## src/sv/bagm_pkg.sv

```systemverilog
// Shared constants, types and the glyph table of the block average glyph mapper.
package bagm_pkg;

    localparam int MAX_WIDTH   = 1024;
    localparam int MAX_BLOCK   = 64;
    localparam int GLYPH_COUNT = 48;

    localparam int WIDTH_W  = 11;
    localparam int HEIGHT_W = 16;
    localparam int BLOCK_W  = 7;
    localparam int CFG_W    = 16;
    localparam int COL_W    = $clog2(MAX_WIDTH);
    localparam int TILE_W   = $clog2(MAX_BLOCK);
    localparam int SUM_W    = 22;
    localparam int COUNT_W  = 2 * TILE_W + 1;
    localparam int IDX_W    = $clog2(GLYPH_COUNT);

    typedef enum logic [1:0] {
        REG_IMAGE_WIDTH  = 2'd0,
        REG_IMAGE_HEIGHT = 2'd1,
        REG_BLOCK_SIZE   = 2'd2,
        REG_INVERT_MAP   = 2'd3
    } cfg_index_t;

    function automatic logic [7:0] glyph_lookup(input logic [IDX_W-1:0] idx);
        logic [7:0] code;
        unique case (idx)
            6'd0:    code = "N";
            6'd1:    code = "@";
            6'd2:    code = "#";
            6'd3:    code = "W";
            6'd4:    code = "$";
            6'd5:    code = "9";
            6'd6:    code = "8";
            6'd7:    code = "7";
            6'd8:    code = "6";
            6'd9:    code = "5";
            6'd10:   code = "4";
            6'd11:   code = "3";
            6'd12:   code = "2";
            6'd13:   code = "1";
            6'd14:   code = "0";
            6'd15:   code = "?";
            6'd16:   code = "!";
            6'd17:   code = "a";
            6'd18:   code = "b";
            6'd19:   code = "c";
            6'd20:   code = ";";
            6'd21:   code = ":";
            6'd22:   code = "+";
            6'd23:   code = "=";
            6'd24:   code = "-";
            6'd25:   code = ",";
            6'd26:   code = ".";
            6'd27:   code = "_";
            default: code = " ";
        endcase
        return code;
    endfunction

endpackage

```

## src/sv/bagm_div.sv

```systemverilog
// Restoring divider that produces one quotient bit per cycle.
module bagm_div (
    input  logic                          clk,
    input  logic                          rst_n,
    input  logic                          start,
    input  logic [bagm_pkg::SUM_W-1:0]    dividend,
    input  logic [bagm_pkg::COUNT_W-1:0]  divisor,
    output logic                          busy,
    output logic [bagm_pkg::SUM_W-1:0]    quotient
);
    import bagm_pkg::*;

    localparam int CNT_W = $clog2(SUM_W + 1);

    logic                 busy_reg, busy_next;
    logic [CNT_W-1:0]     cnt_reg, cnt_next;
    logic [SUM_W-1:0]     quo_reg, quo_next;
    logic [COUNT_W-1:0]   rem_reg, rem_next;
    logic [COUNT_W-1:0]   dvs_reg, dvs_next;
    logic [COUNT_W:0]     shifted;
    logic                 fits;

    always_comb
    begin
        shifted   = {rem_reg, quo_reg[SUM_W-1]};
        fits      = shifted >= {1'b0, dvs_reg};
        busy_next = busy_reg;
        cnt_next  = cnt_reg;
        quo_next  = quo_reg;
        rem_next  = rem_reg;
        dvs_next  = dvs_reg;
        if (start)
        begin
            busy_next = 1'b1;
            cnt_next  = CNT_W'(SUM_W);
            quo_next  = dividend;
            rem_next  = '0;
            dvs_next  = divisor;
        end
        else if (busy_reg)
        begin
            rem_next = fits ? COUNT_W'(shifted - {1'b0, dvs_reg}) : shifted[COUNT_W-1:0];
            quo_next = {quo_reg[SUM_W-2:0], fits};
            cnt_next = cnt_reg - CNT_W'(1);
            if (cnt_reg == CNT_W'(1))
            begin
                busy_next = 1'b0;
            end
        end
    end

    always_ff @(posedge clk or negedge rst_n)
    begin
        if (!rst_n)
        begin
            busy_reg <= 1'b0;
            cnt_reg  <= '0;
            quo_reg  <= '0;
            rem_reg  <= '0;
            dvs_reg  <= '0;
        end
        else
        begin
            busy_reg <= busy_next;
            cnt_reg  <= cnt_next;
            quo_reg  <= quo_next;
            rem_reg  <= rem_next;
            dvs_reg  <= dvs_next;
        end
    end

    assign busy     = busy_reg;
    assign quotient = quo_reg;

endmodule

```

## config.mk

```make
export PLATFORM = sky130hd
export DESIGN_NAME = bagm_div
export DESIGN_NICKNAME = d
export VERILOG_FILES = /design/src/sv/bagm_pkg.sv /design/src/sv/bagm_div.sv
export SDC_FILE = /design/constraint.sdc
export NUM_CORES = 1
export LEC_CHECK = 0
export BUFFER_PORTS_ARGS = -buffer_cell sky130_fd_sc_hd__buf_2
export CORE_ASPECT_RATIO = 0.5
export CORE_UTILIZATION = 55
export CTS_BUF_LIST = sky130_fd_sc_hd__clkbuf_16
export DETAILED_ROUTE_END_ITERATION = 8
export PLACE_DENSITY = 0.83
export REMOVE_ABC_BUFFERS = 1
export SETUP_SLACK_MARGIN = 0.02
export SLEW_MARGIN = 5
export SYNTH_ARGS = -nofsm -noshare
export SYNTH_HDL_FRONTEND = slang
export SYNTH_SLANG_ARGS = --single-unit
```

## constraint.sdc

```tcl
create_clock -name clk -period 3.1 [get_ports clk]
set_input_delay 0.62 -clock clk [delete_from_list [all_inputs] [get_ports clk]]
set_output_delay 0.62 -clock clk [all_outputs]
set_load 0.1 [all_outputs]
```

==> run summary <==
worst path arrival time = 2990 ps
Placer Congestion = 0.942
Final Max Tran Viols = 0
DRC viols = 0
DIE HEIGHT = 55.6 microns
Design Area, Final = 3660 sq um
fin util = 66.4%
peak supply drop = 0.395 mV
minimum hold slack = 377 ps
part of the power in registers = 32.0%
CTS Sinks = 54
TritonCTS buffer count = 5
max FFs per register = 22
#FFs+latches synth = 54
number of synthesized flops with an enable pin = 0
Critical Path Fanout Max = 8
Power Total = 2.80 mW
placed cells = 457
CTS Root Cell = clkbuf_16
final-report hold violation count = 0
Power Internal = 1.59 mW
maximum number of pins on one net before global-route repair = 53
via/cell ratio = 5.56
switch share = 43.2%
Die Wd = 109 microns
Worst-Margin Slew = 715 ps
Synth Area per Inst = 9.41 sq um
CTS tree = built
register area share after synthesis = 42.7%
skew final = 5.83 ps
pwr/cell area = 765 nW/um^2
Gates resized, CTS repair = 0
critical path's largest stage delay = 450 ps
nets@finish = 445
Post-synth ARST share = 100%
Slowest cell on crit path = o31ai_2
setup_tns = 0 ps
setup repair after global routing missed its margin = false
DIE AREA = 6070 sq um
# diodes = 0
Psw = 1.21 mW
worst skew pair latency = 290 ps
gr ovfl total = 0
Detail Route Antenna Nets = 0
# IOs = 61
Top FF cell, synth = dfrtp_1
via count = 2585
core area = 5520 sq um
CP startpoint kind = flop
Synth Warn # = 0
Filler Cell Count = 451
Yosys top cell area share = 42.7%
clock network fraction of total power = 20.0%
Placed Area = 3520 sq um
run status = finished, final reports clean
Combinational Power Share = 47.9%
PnR worst setup slack = 314 ps
max_cap viols = 0
class of the worst hold path = input pin to async pin
period utilisation layout = 89.9%
area grow syn2layout = 15.9%
wire length per cell = 14.8 microns
Row Count = 19
clk slew on worst S/H paths = 70 ps
dpl ws = 428 ps
Syn Std Cell Area = 3160 sq um
# setup viols final = 0
CTS max path bufs = 2
H-tree Lvls = 2
layout cells sized above 1 = 23.5%
Slew HR = 52.3%
DRT Wirelength = 6.88 mm
Max Freq = 0.359 GHz
setup bufs post-CTS = 0
gr usage total = 25.6%
Syn Inst Count = 336
CP Capture Type = flop
Initial Utilization = 57.3%
vias in the first global route = 2589
critical path type = flop to flop
Non-Filler Instances = 465
top cells by area, synth = dfrtp_1 (43%), mux2i_1 (7.6%), nand2_1 (6.4%)
CP required = 3300 ps
LEAKAGE = 1.93 nW
drt first pass iters = 5
Yosys top cell by area = dfrtp_1
1st-iter DRT viols = 107
IO buf count = 60
CP cell instances = inv_1, ha_1, fa_1, nand2b_1, a21oi_2, nor3_1, o31ai_2, buf_4, nand3_1, a311oi_2
clock period minus worst slack = 2790 ps
global-route wire length before repair = 12.1 mm
cts hold-fix bufs = 0
Netlist cell types = 49
initial antenna violation count = 0
dpl hpwl = 4.86 mm
kinds of logic (layout without fill, tap and decap cells):
family / count (synthesis) / after routing / synth area share, %
simple gates: 109 / 109 / 15.4
compound gates: 83 / 83 / 19.2
xor+xnor: 11 / 11 / 3.05
mux: 26 / 26 / 8.31
flops: 54 / 54 / 42.7
fa+ha+maj: 16 / 16 / 6.57
buf+inv: 37 / 93 / 4.79
per-layer routing:
metal | vias to the layer above | wire length [microns] | GRT usage [%]
met4 | 0 | 116 | 9.14
met1 | 1213 | 3190 | 34.9
met3 | 11 | 391 | 5.39
met5 | - | 0 | 0
li1 | 1282 | - | -
met2 | 79 | 3190 | 40.7
layout make-up:
class | instances | area, sq um | area share, %
well taps | 73 | 91.3 | 2.49
clock inverters | 3 | 20.0 | 0.546
clock buffers | 5 | 125 | 3.41
flip-flops and latches | 54 | 1350 | 36.9
repair buffers | 66 | 345 | 9.42
inverters | 19 | 71.3 | 1.95
multi-input cells | 245 | 1660 | 45.3
power groups by stage:
stage | Clock (mW) | Sequential (mW) | Combinational [mW]
4_1_cts | 0.571 | 0.898 | 1.33
6_report | 0.562 | 0.899 | 1.34
3_5_place_dp | 0 | 0.909 | 1.31
2_1_floorplan | 0 | 1.11 | 0.815
5_1_grt | 0.604 | 0.913 | 1.45
3_3_place_gp | 0 | 0.903 | 1.26
cells in the mapped netlist (all sizes together) (2+ instances only):
cell / n
mux2i: 24
nor2: 23
inv: 18
dfrtp: 54
a21o: 3
clkbuf: 12
o21ai: 44
nor4: 2
buf: 6
nand2b: 7
nand2: 56
xor2: 2
a311oi: 8
mux2: 2
o31ai: 3
nand3: 5
ha: 15
xnor2: 9
nor3: 3
and3: 3
o211ai: 3
a21oi: 12
nand4: 5
worst paths after layout:
| check | startpoint | end | slack (ps) | depth (start not counted) |
|---|---|---|---|---|
| setup / recovery | quotient[21] | rem_reg[2] | 310 | 10 |
| hold / removal | rst_n | cnt_reg[0] | 380 | 1 |
| setup reg to reg | quotient[21] | rem_reg[2] | 310 | 10 |
| hold reg to reg | dvs_reg[4] | dvs_reg[4] | 540 | 2 |
| max in group asynchronous | rst_n | rem_reg[0] | 2060 | 2 |
| min in group clk | divisor[3] | dvs_reg[3] | 530 | 3 |
cell usage in the layout, fill, tap and decap left out, types with 2 or more instances in the layout:
cell	count
buf_2	60
nand2_1	54
dfrtp_1	53
o21ai_0	40
mux2i_1	24
nor2_1	23
inv_1	18
ha_1	15
a21oi_1	10
xnor2_1	9
a311oi_2	8
nand2b_1	7
buf_4	6
nand3_1	5
nand4_1	5
clkbuf_16	5
a21o_1	3
o211ai_1	3
nor3_1	3
o21ai_1	3
and3_1	3
clkinv_1	2
xor2_1	2
nor4_1	2
o31ai_1	2
nand2_2	2
worst max-delay path: cells and delay by family, from the launching register on:
kind	cells	cell delay (ps)
AO/OA/AOI/OAI	3	950
adder cells (fa/ha/maj)	2	620
buffers and inverters	2	330
flip-flops	1	370
AND/OR/NAND/NOR	3	440
Power figures use the tool's default switching activity.
