### src/sv/bagm_ram.sv
// Generic simple dual-port RAM with one write port and a registered read port.
module bagm_ram #(
    parameter int WIDTH = 8,
    parameter int DEPTH = 16
) (
    input  logic                     clk,
    input  logic                     we,
    input  logic [$clog2(DEPTH)-1:0] waddr,
    input  logic [WIDTH-1:0]         wdata,
    input  logic                     re,
    input  logic [$clog2(DEPTH)-1:0] raddr,
    output logic [WIDTH-1:0]         rdata
);

    logic [WIDTH-1:0] mem [DEPTH];

    always_ff @(posedge clk)
    begin
        if (we)
        begin
            mem[waddr] <= wdata;
        end
        if (re)
        begin
            rdata <= mem[raddr];
        end
    end

endmodule

### config.mk
export PLATFORM = sky130hd
export DESIGN_NAME = bagm_ram
export DESIGN_NICKNAME = d
export VERILOG_FILES = /design/src/sv/bagm_ram.sv
export SDC_FILE = /design/constraint.sdc
export NUM_CORES = 1
export LEC_CHECK = 0
export ABC_AREA = 1
export BUFFER_PORTS_ARGS = -buffer_cell sky130_fd_sc_hd__clkbuf_2
export CORE_MARGIN = 2
export CORE_UTILIZATION = 30
export CTS_BUF_LIST = sky130_fd_sc_hd__clkbuf_4 sky130_fd_sc_hd__clkbuf_8
export CTS_CLUSTER_SIZE = 16
export DETAILED_ROUTE_END_ITERATION = 8
export PLACE_DENSITY_LB_ADDON = 0.05
export SYNTH_ARGS = -nofsm -noshare
export SYNTH_HDL_FRONTEND = slang
export SYNTH_SLANG_ARGS = --single-unit
### constraint.sdc
create_clock -name clk -period 1.2 [get_ports clk]
set_input_delay 0.24 -clock clk [delete_from_list [all_inputs] [get_ports clk]]
set_output_delay 0.24 -clock clk [all_outputs]
set_load 0.03 [all_outputs]
==> impl_metrics.yaml, run 1 <==
routing:
  drtAntennaViolNets: 0
  viasPerCell: 4.28
  drt_iter0_drc: 261
  drt_wl_total_um: 15400
  wl_per_cell_um: 17.3
  drt_first_pass_iters: 4
  drc: 0
  vias: 3804
grt:
  grt_pass1_wl_um: 23000
  antenna_found_initial: 0
  grt_max_degree: 29
  globalRouteTotalUtil_pct: 15.9
  overflow: 0
  grt_pass1_vias: 3527
clock_network:
  cts.sinks: 136
  cts_buffers: 17
  cts.hold.buffers_added: 0
  path_clk_slew_ns: 0.07
  cts.path.max_buffers: 2
  cts_tree: "yes"
  worstSkewPairLatency_ns: 0.45
  cts_root_buffer: "clkbuf_8"
  htreeDepth: 4
sta:
  fin_ws_ns: -0.118
  fin_skew_ns: 0.0100
  fin_crit_sh_pct: 110
  max_freq_mhz: 759
  drv_slew: 0
  maxSlewHeadroom_pct: 68.7
  worst_pin_slew_ns: 0.469
  hold_viol: 0
  rsz0062_at_grt: "yes"
  min_period_ns: 1.32
  setup_viol: 8
die:
  start_util_pct: 30.3
  die_h_um: 144
  dieArea_um2: 20600
  die_x_um: 144
  coreArea_um2: 19300
  ios: 27
  rows: 51
placement:
  dpl.hpwl_um: 9950
  place_congestion: 0.770
  place_ws_ns: -0.329
  dp.cells: 856
  io_buffers: 26
pwr:
  ir_drop_v: 0.000594
  p_leak_nw: 3.02
  comb_power_share_pct: 8.4
  pwr-share-clk_pct: 39.1
  switchingPower_mw: 2.38
  powerDensity_nw_per_um2: 1440
  power.internal_mw: 7.88
  pwr-share-seq_pct: 52.5
  switching_share_pct: 23.2
finish:
  drive_gt1_share_pct: 16.2
  final_nets: 629
  area_growth_pct: 21.5
  layout.cells.non_filler: 888
  n_antenna_cell: 0
setup_path:
  arrival_ns: 1.08
  r2r_cells: 6
  path_buf_inv: 1
  cpPeakStageDelay_ns: 0.46
  cp_top_family: "flip-flops"
  crit_chain: "buf_8"
  crit_cells: 1
  cp_slowest_cell: "edfxtp_1"
  cp.required_ns: 0.96
  start_kind: "flop"
  endpoint_kind: "output pin"
  cp_max_fo: 1
  rrSetupSlack_ns: 0.08
  worstSetupPathType: "reg -> out"
synth:
  yosysSeqAreaShare_pct: 69.8
  ys_ff_latch: 136
  synth_cells: 551
  synth_area_leaders: "edfxtp_1, nand2_1, nand3_1"
  yosysTopAreaCell: "edfxtp_1"
  synth_area_per_cell_um2: 10.6
  synth_edf_count: 136
  synthArstFlopShare_pct: 0
  yosys_warnings: 0
  synth_top_area_share_pct: 69.8
  synth.distinct_cells: 11
  yosysMostFrequentCell: "nand2_1"
  synth-main-ff-cell: "edfxtp_1"
  synth_nets: 570
  synthTopCellsByCount: "nand2_1, edfxtp_1, inv_1, nand3_1, nor2_1"
  synth_area_um2: 5850
worst_hold_path:
  hold_class: "in -> reg"
  hold-path-cell-count: 3
status:
  status: "complete, but fails checks"
  violations: "negative setup slack"
flow_run:
  cap_violations: 0
-- power groups by stage --
stage	clock network (mW)	registers, mW	logic, mW
finish	4.02	5.38	0.858
floorplan	0	5.52	0.375
detailed placement	0	5.49	0.831
global placement	0	5.49	0.835
global route	4.29	5.39	0.946
CTS	4.11	5.38	0.862
-- cells by family (layout without fill, tap and decap cells) --
kind of cell | count (synthesis) | after routing | synth area share (%)
AND/OR/NAND/NOR | 289 | 289 | 20.8
buffers and inverters | 126 | 198 | 9.39
flip-flops | 136 | 136 | 69.8
-- state kept, by name, indices dropped and copies added, names as in the netlist --
name   count
rdata      8
mem      128
-- repair_timing --
| item | 4_1_cts | 5_1_grt |
|---|---|---|
| setup buffers | 0 | 0 |
| setup endpoints to repair | 8 | 13 |
| pin swaps | 0 | 0 |
| resized for setup | 15 | 14 |
-- through the flow --
step           utilization [%]  total power [mW]  TNS, ns  instance area (um^2)  hold slack [ns]
3_5_place_dp              34.1              6.32    -6.05                  6580            0.679
6_report                  36.9              10.3   -0.579                  7100            0.210
4_1_cts                   36.6              10.4   -0.895                  7060            0.191
3_3_place_gp              34.1              6.32    -5.63                  6580            0.665
5_1_grt                   36.9              10.6   -0.962                  7100            0.186
2_1_floorplan                -              5.90        0                  5850            0.339
-- cell usage in the layout, fill, tap and decap left out --
cell type	count
clkinvlp_4	4
inv_2	2
nor2_1	17
clkinv_4	1
clkinv_1	4
nand3_2	7
nand3b_1	2
bufinv_16	4
nand2_1	173
buf_4	26
buf_6	1
buf_8	5
nand3_1	90
clkbuf_2	18
buf_12	12
clkinv_2	2
edfxtp_1	136
inv_1	100
clkbuf_8	19
-- final timing paths --
path | start | end
hold / removal | raddr[3] | rdata[7]
hold reg to reg | mem[13][1] | rdata[1]
setup reg to reg | mem[5][0] | rdata[0]
setup / recovery | rdata[3] | rdata[3]
-- cell type report --
class	count	area (um^2)
fillers	1964	12200
clock inverters	15	184
clock buffers	17	234
inverters	102	383
flip-flops and latches	136	4080
well taps	265	332
repair buffers	64	639
multi-input cells	289	1250
-- per-layer routing --
metal  GRT usage (%)  wire length [um]  up-vias
li1                -                 -     1901
met1            23.3              7700     1812
met2            23.8              6860       75
met3            3.10               604       16
met4            5.42               189        0
met5               0                 0        -
Power figures use the tool's default switching activity.
==> run 2: changes to the inputs <==
Settings changed: SETUP_SLACK_MARGIN set to 0.02.
==> impl_metrics.yaml, run 2 (synthesis results as in run 1) <==
grt:
  globalRouteTotalUtil_pct: 15.9
  grt_pass1_wl_um: 23000
  antenna_found_initial: 0
  overflow: 0
  grt_max_degree: 29
  grt_pass1_vias: 3527
sta:
  min_period_ns: 1.32
  rsz0062_at_grt: "yes"
  fin_ws_ns: -0.117
  max_freq_mhz: 759
  fin_crit_sh_pct: 110
  setup_viol: 8
  hold_ws_ns: 0.206
  maxSlewHeadroom_pct: 69.0
  hold_viol: 0
  worst_pin_slew_ns: 0.464
  drv_slew: 0
  fin_skew_ns: 0.00931
placement:
  io_buffers: 26
  dpl.hpwl_um: 9950
  dp.cells: 856
  place_ws_ns: -0.329
  place_congestion: 0.770
setup_path:
  crit_end: "rdata[3]"
  worstSetupPathType: "reg -> out"
  r2r_cells: 6
  crit_cells: 1
  arrival_ns: 1.08
  cp.required_ns: 0.96
  r2r-end: "rdata[0]"
  path_buf_inv: 1
  cp-startpoint: "rdata[3]"
  cp_max_fo: 1
  start_kind: "flop"
  crit_chain: "buf_8"
  rrSetupSlack_ns: 0.09
  cpPeakStageDelay_ns: 0.46
  cp_top_family: "flip-flops"
  endpoint_kind: "output pin"
  regToRegStartpoint: "mem[5][0]"
  cp_slowest_cell: "edfxtp_1"
clock_network:
  path_clk_slew_ns: 0.08
  cts.sinks: 136
  cts_root_buffer: "clkbuf_8"
  cts.hold.buffers_added: 0
  cts_buffers: 17
  cts.path.max_buffers: 2
  cts_tree: "yes"
  htreeDepth: 4
  worstSkewPairLatency_ns: 0.44
pwr:
  powerDensity_nw_per_um2: 1440
  ir_drop_v: 0.000593
  p_leak_nw: 3.03
  power_mw: 10.3
finish:
  largest_reg_flops: 128
  n_antenna_cell: 0
  final_nets: 629
  biggestRegsByFlops: "mem x128, rdata x8"
  layout.cells.non_filler: 888
  top_register: "mem"
  drive_gt1_share_pct: 17.2
  fin_util_pct: 37.0
  final_cell_mix: "nand2_1, edfxtp_1, inv_1, nand3_1, buf_4"
  area_growth_pct: 22.0
  layout_commonest_cell: "nand2_1"
die:
  die_x_um: 144
  coreArea_um2: 19300
  ios: 27
  dieArea_um2: 20600
  rows: 51
  start_util_pct: 30.3
  die_h_um: 144
routing:
  vias: 3809
  wl_per_cell_um: 17.3
  drtAntennaViolNets: 0
  drt_iter0_drc: 250
  drc: 0
  routedLengthMet1_um: 7620
  top_layer_used: "met4"
  wl_met3_um: 643
  drt_wl_total_um: 15300
  viasPerCell: 4.29
  drt_first_pass_iters: 4
  wl_met2_um: 6880
worst_hold_path:
  min_from: "re"
  hold_class: "in -> reg"
status:
  status: "complete, but fails checks"
  violations: "negative setup slack"
flow_run:
  cap_violations: 0
[run 2: power by group]
part | total, mW | internal (mW) | leakage, nW | switching (mW)
Combinational | 0.867 | 0.313 | 1.60 | 0.554
Sequential | 5.39 | 5.35 | 1.24 | 0.0385
Clock | 4.01 | 2.23 | 0.198 | 1.78
[run 2: layout make-up]
class	count	area, um^2
clock buffers	17	234
clock inverters	15	184
fillers	1962	12100
inverters	102	383
multi-input cells	289	1280
flip-flops and latches	136	4080
well taps	265	332
repair buffers	64	639
[run 2: what timing repair did]
action | CTS | global route
cloned | 0 | 0
resized for setup | 15 | 20
buffers inserted | 0 | 0
hold endpoints to repair | 0 | 0
endpoints found under the setup margin | 8 | 15
pin swaps | 0 | 1
[run 2: worst min-delay path by stage]
stage | endpoint | slack [ns] | cells after the start
final | rdata[4] | 0.21 | 1
after global routing | rdata[7] | 0.19 | 3
after CTS | rdata[4] | 0.19 | 1
after detailed placement | rdata[4] | 0.68 | 1
after global placement | rdata[6] | 0.66 | 1
after floorplan | mem[0][0] | 0.34 | 0
[run 2: through the flow]
stage / area (um^2) / TNS [ns]
final: 7130 / -0.570
after global routing: 7130 / -0.962
after global placement: 6580 / -5.63
after CTS: 7060 / -0.895
after detailed placement: 6580 / -6.05
after floorplan: 5850 / 0
[run 2: routing by layer]
metal | track usage (%) | up-vias
met5 | 0 | -
met1 | 23.3 | 1812
li1 | - | 1898
met2 | 23.8 | 83
met3 | 3.10 | 16
met4 | 5.42 | 0
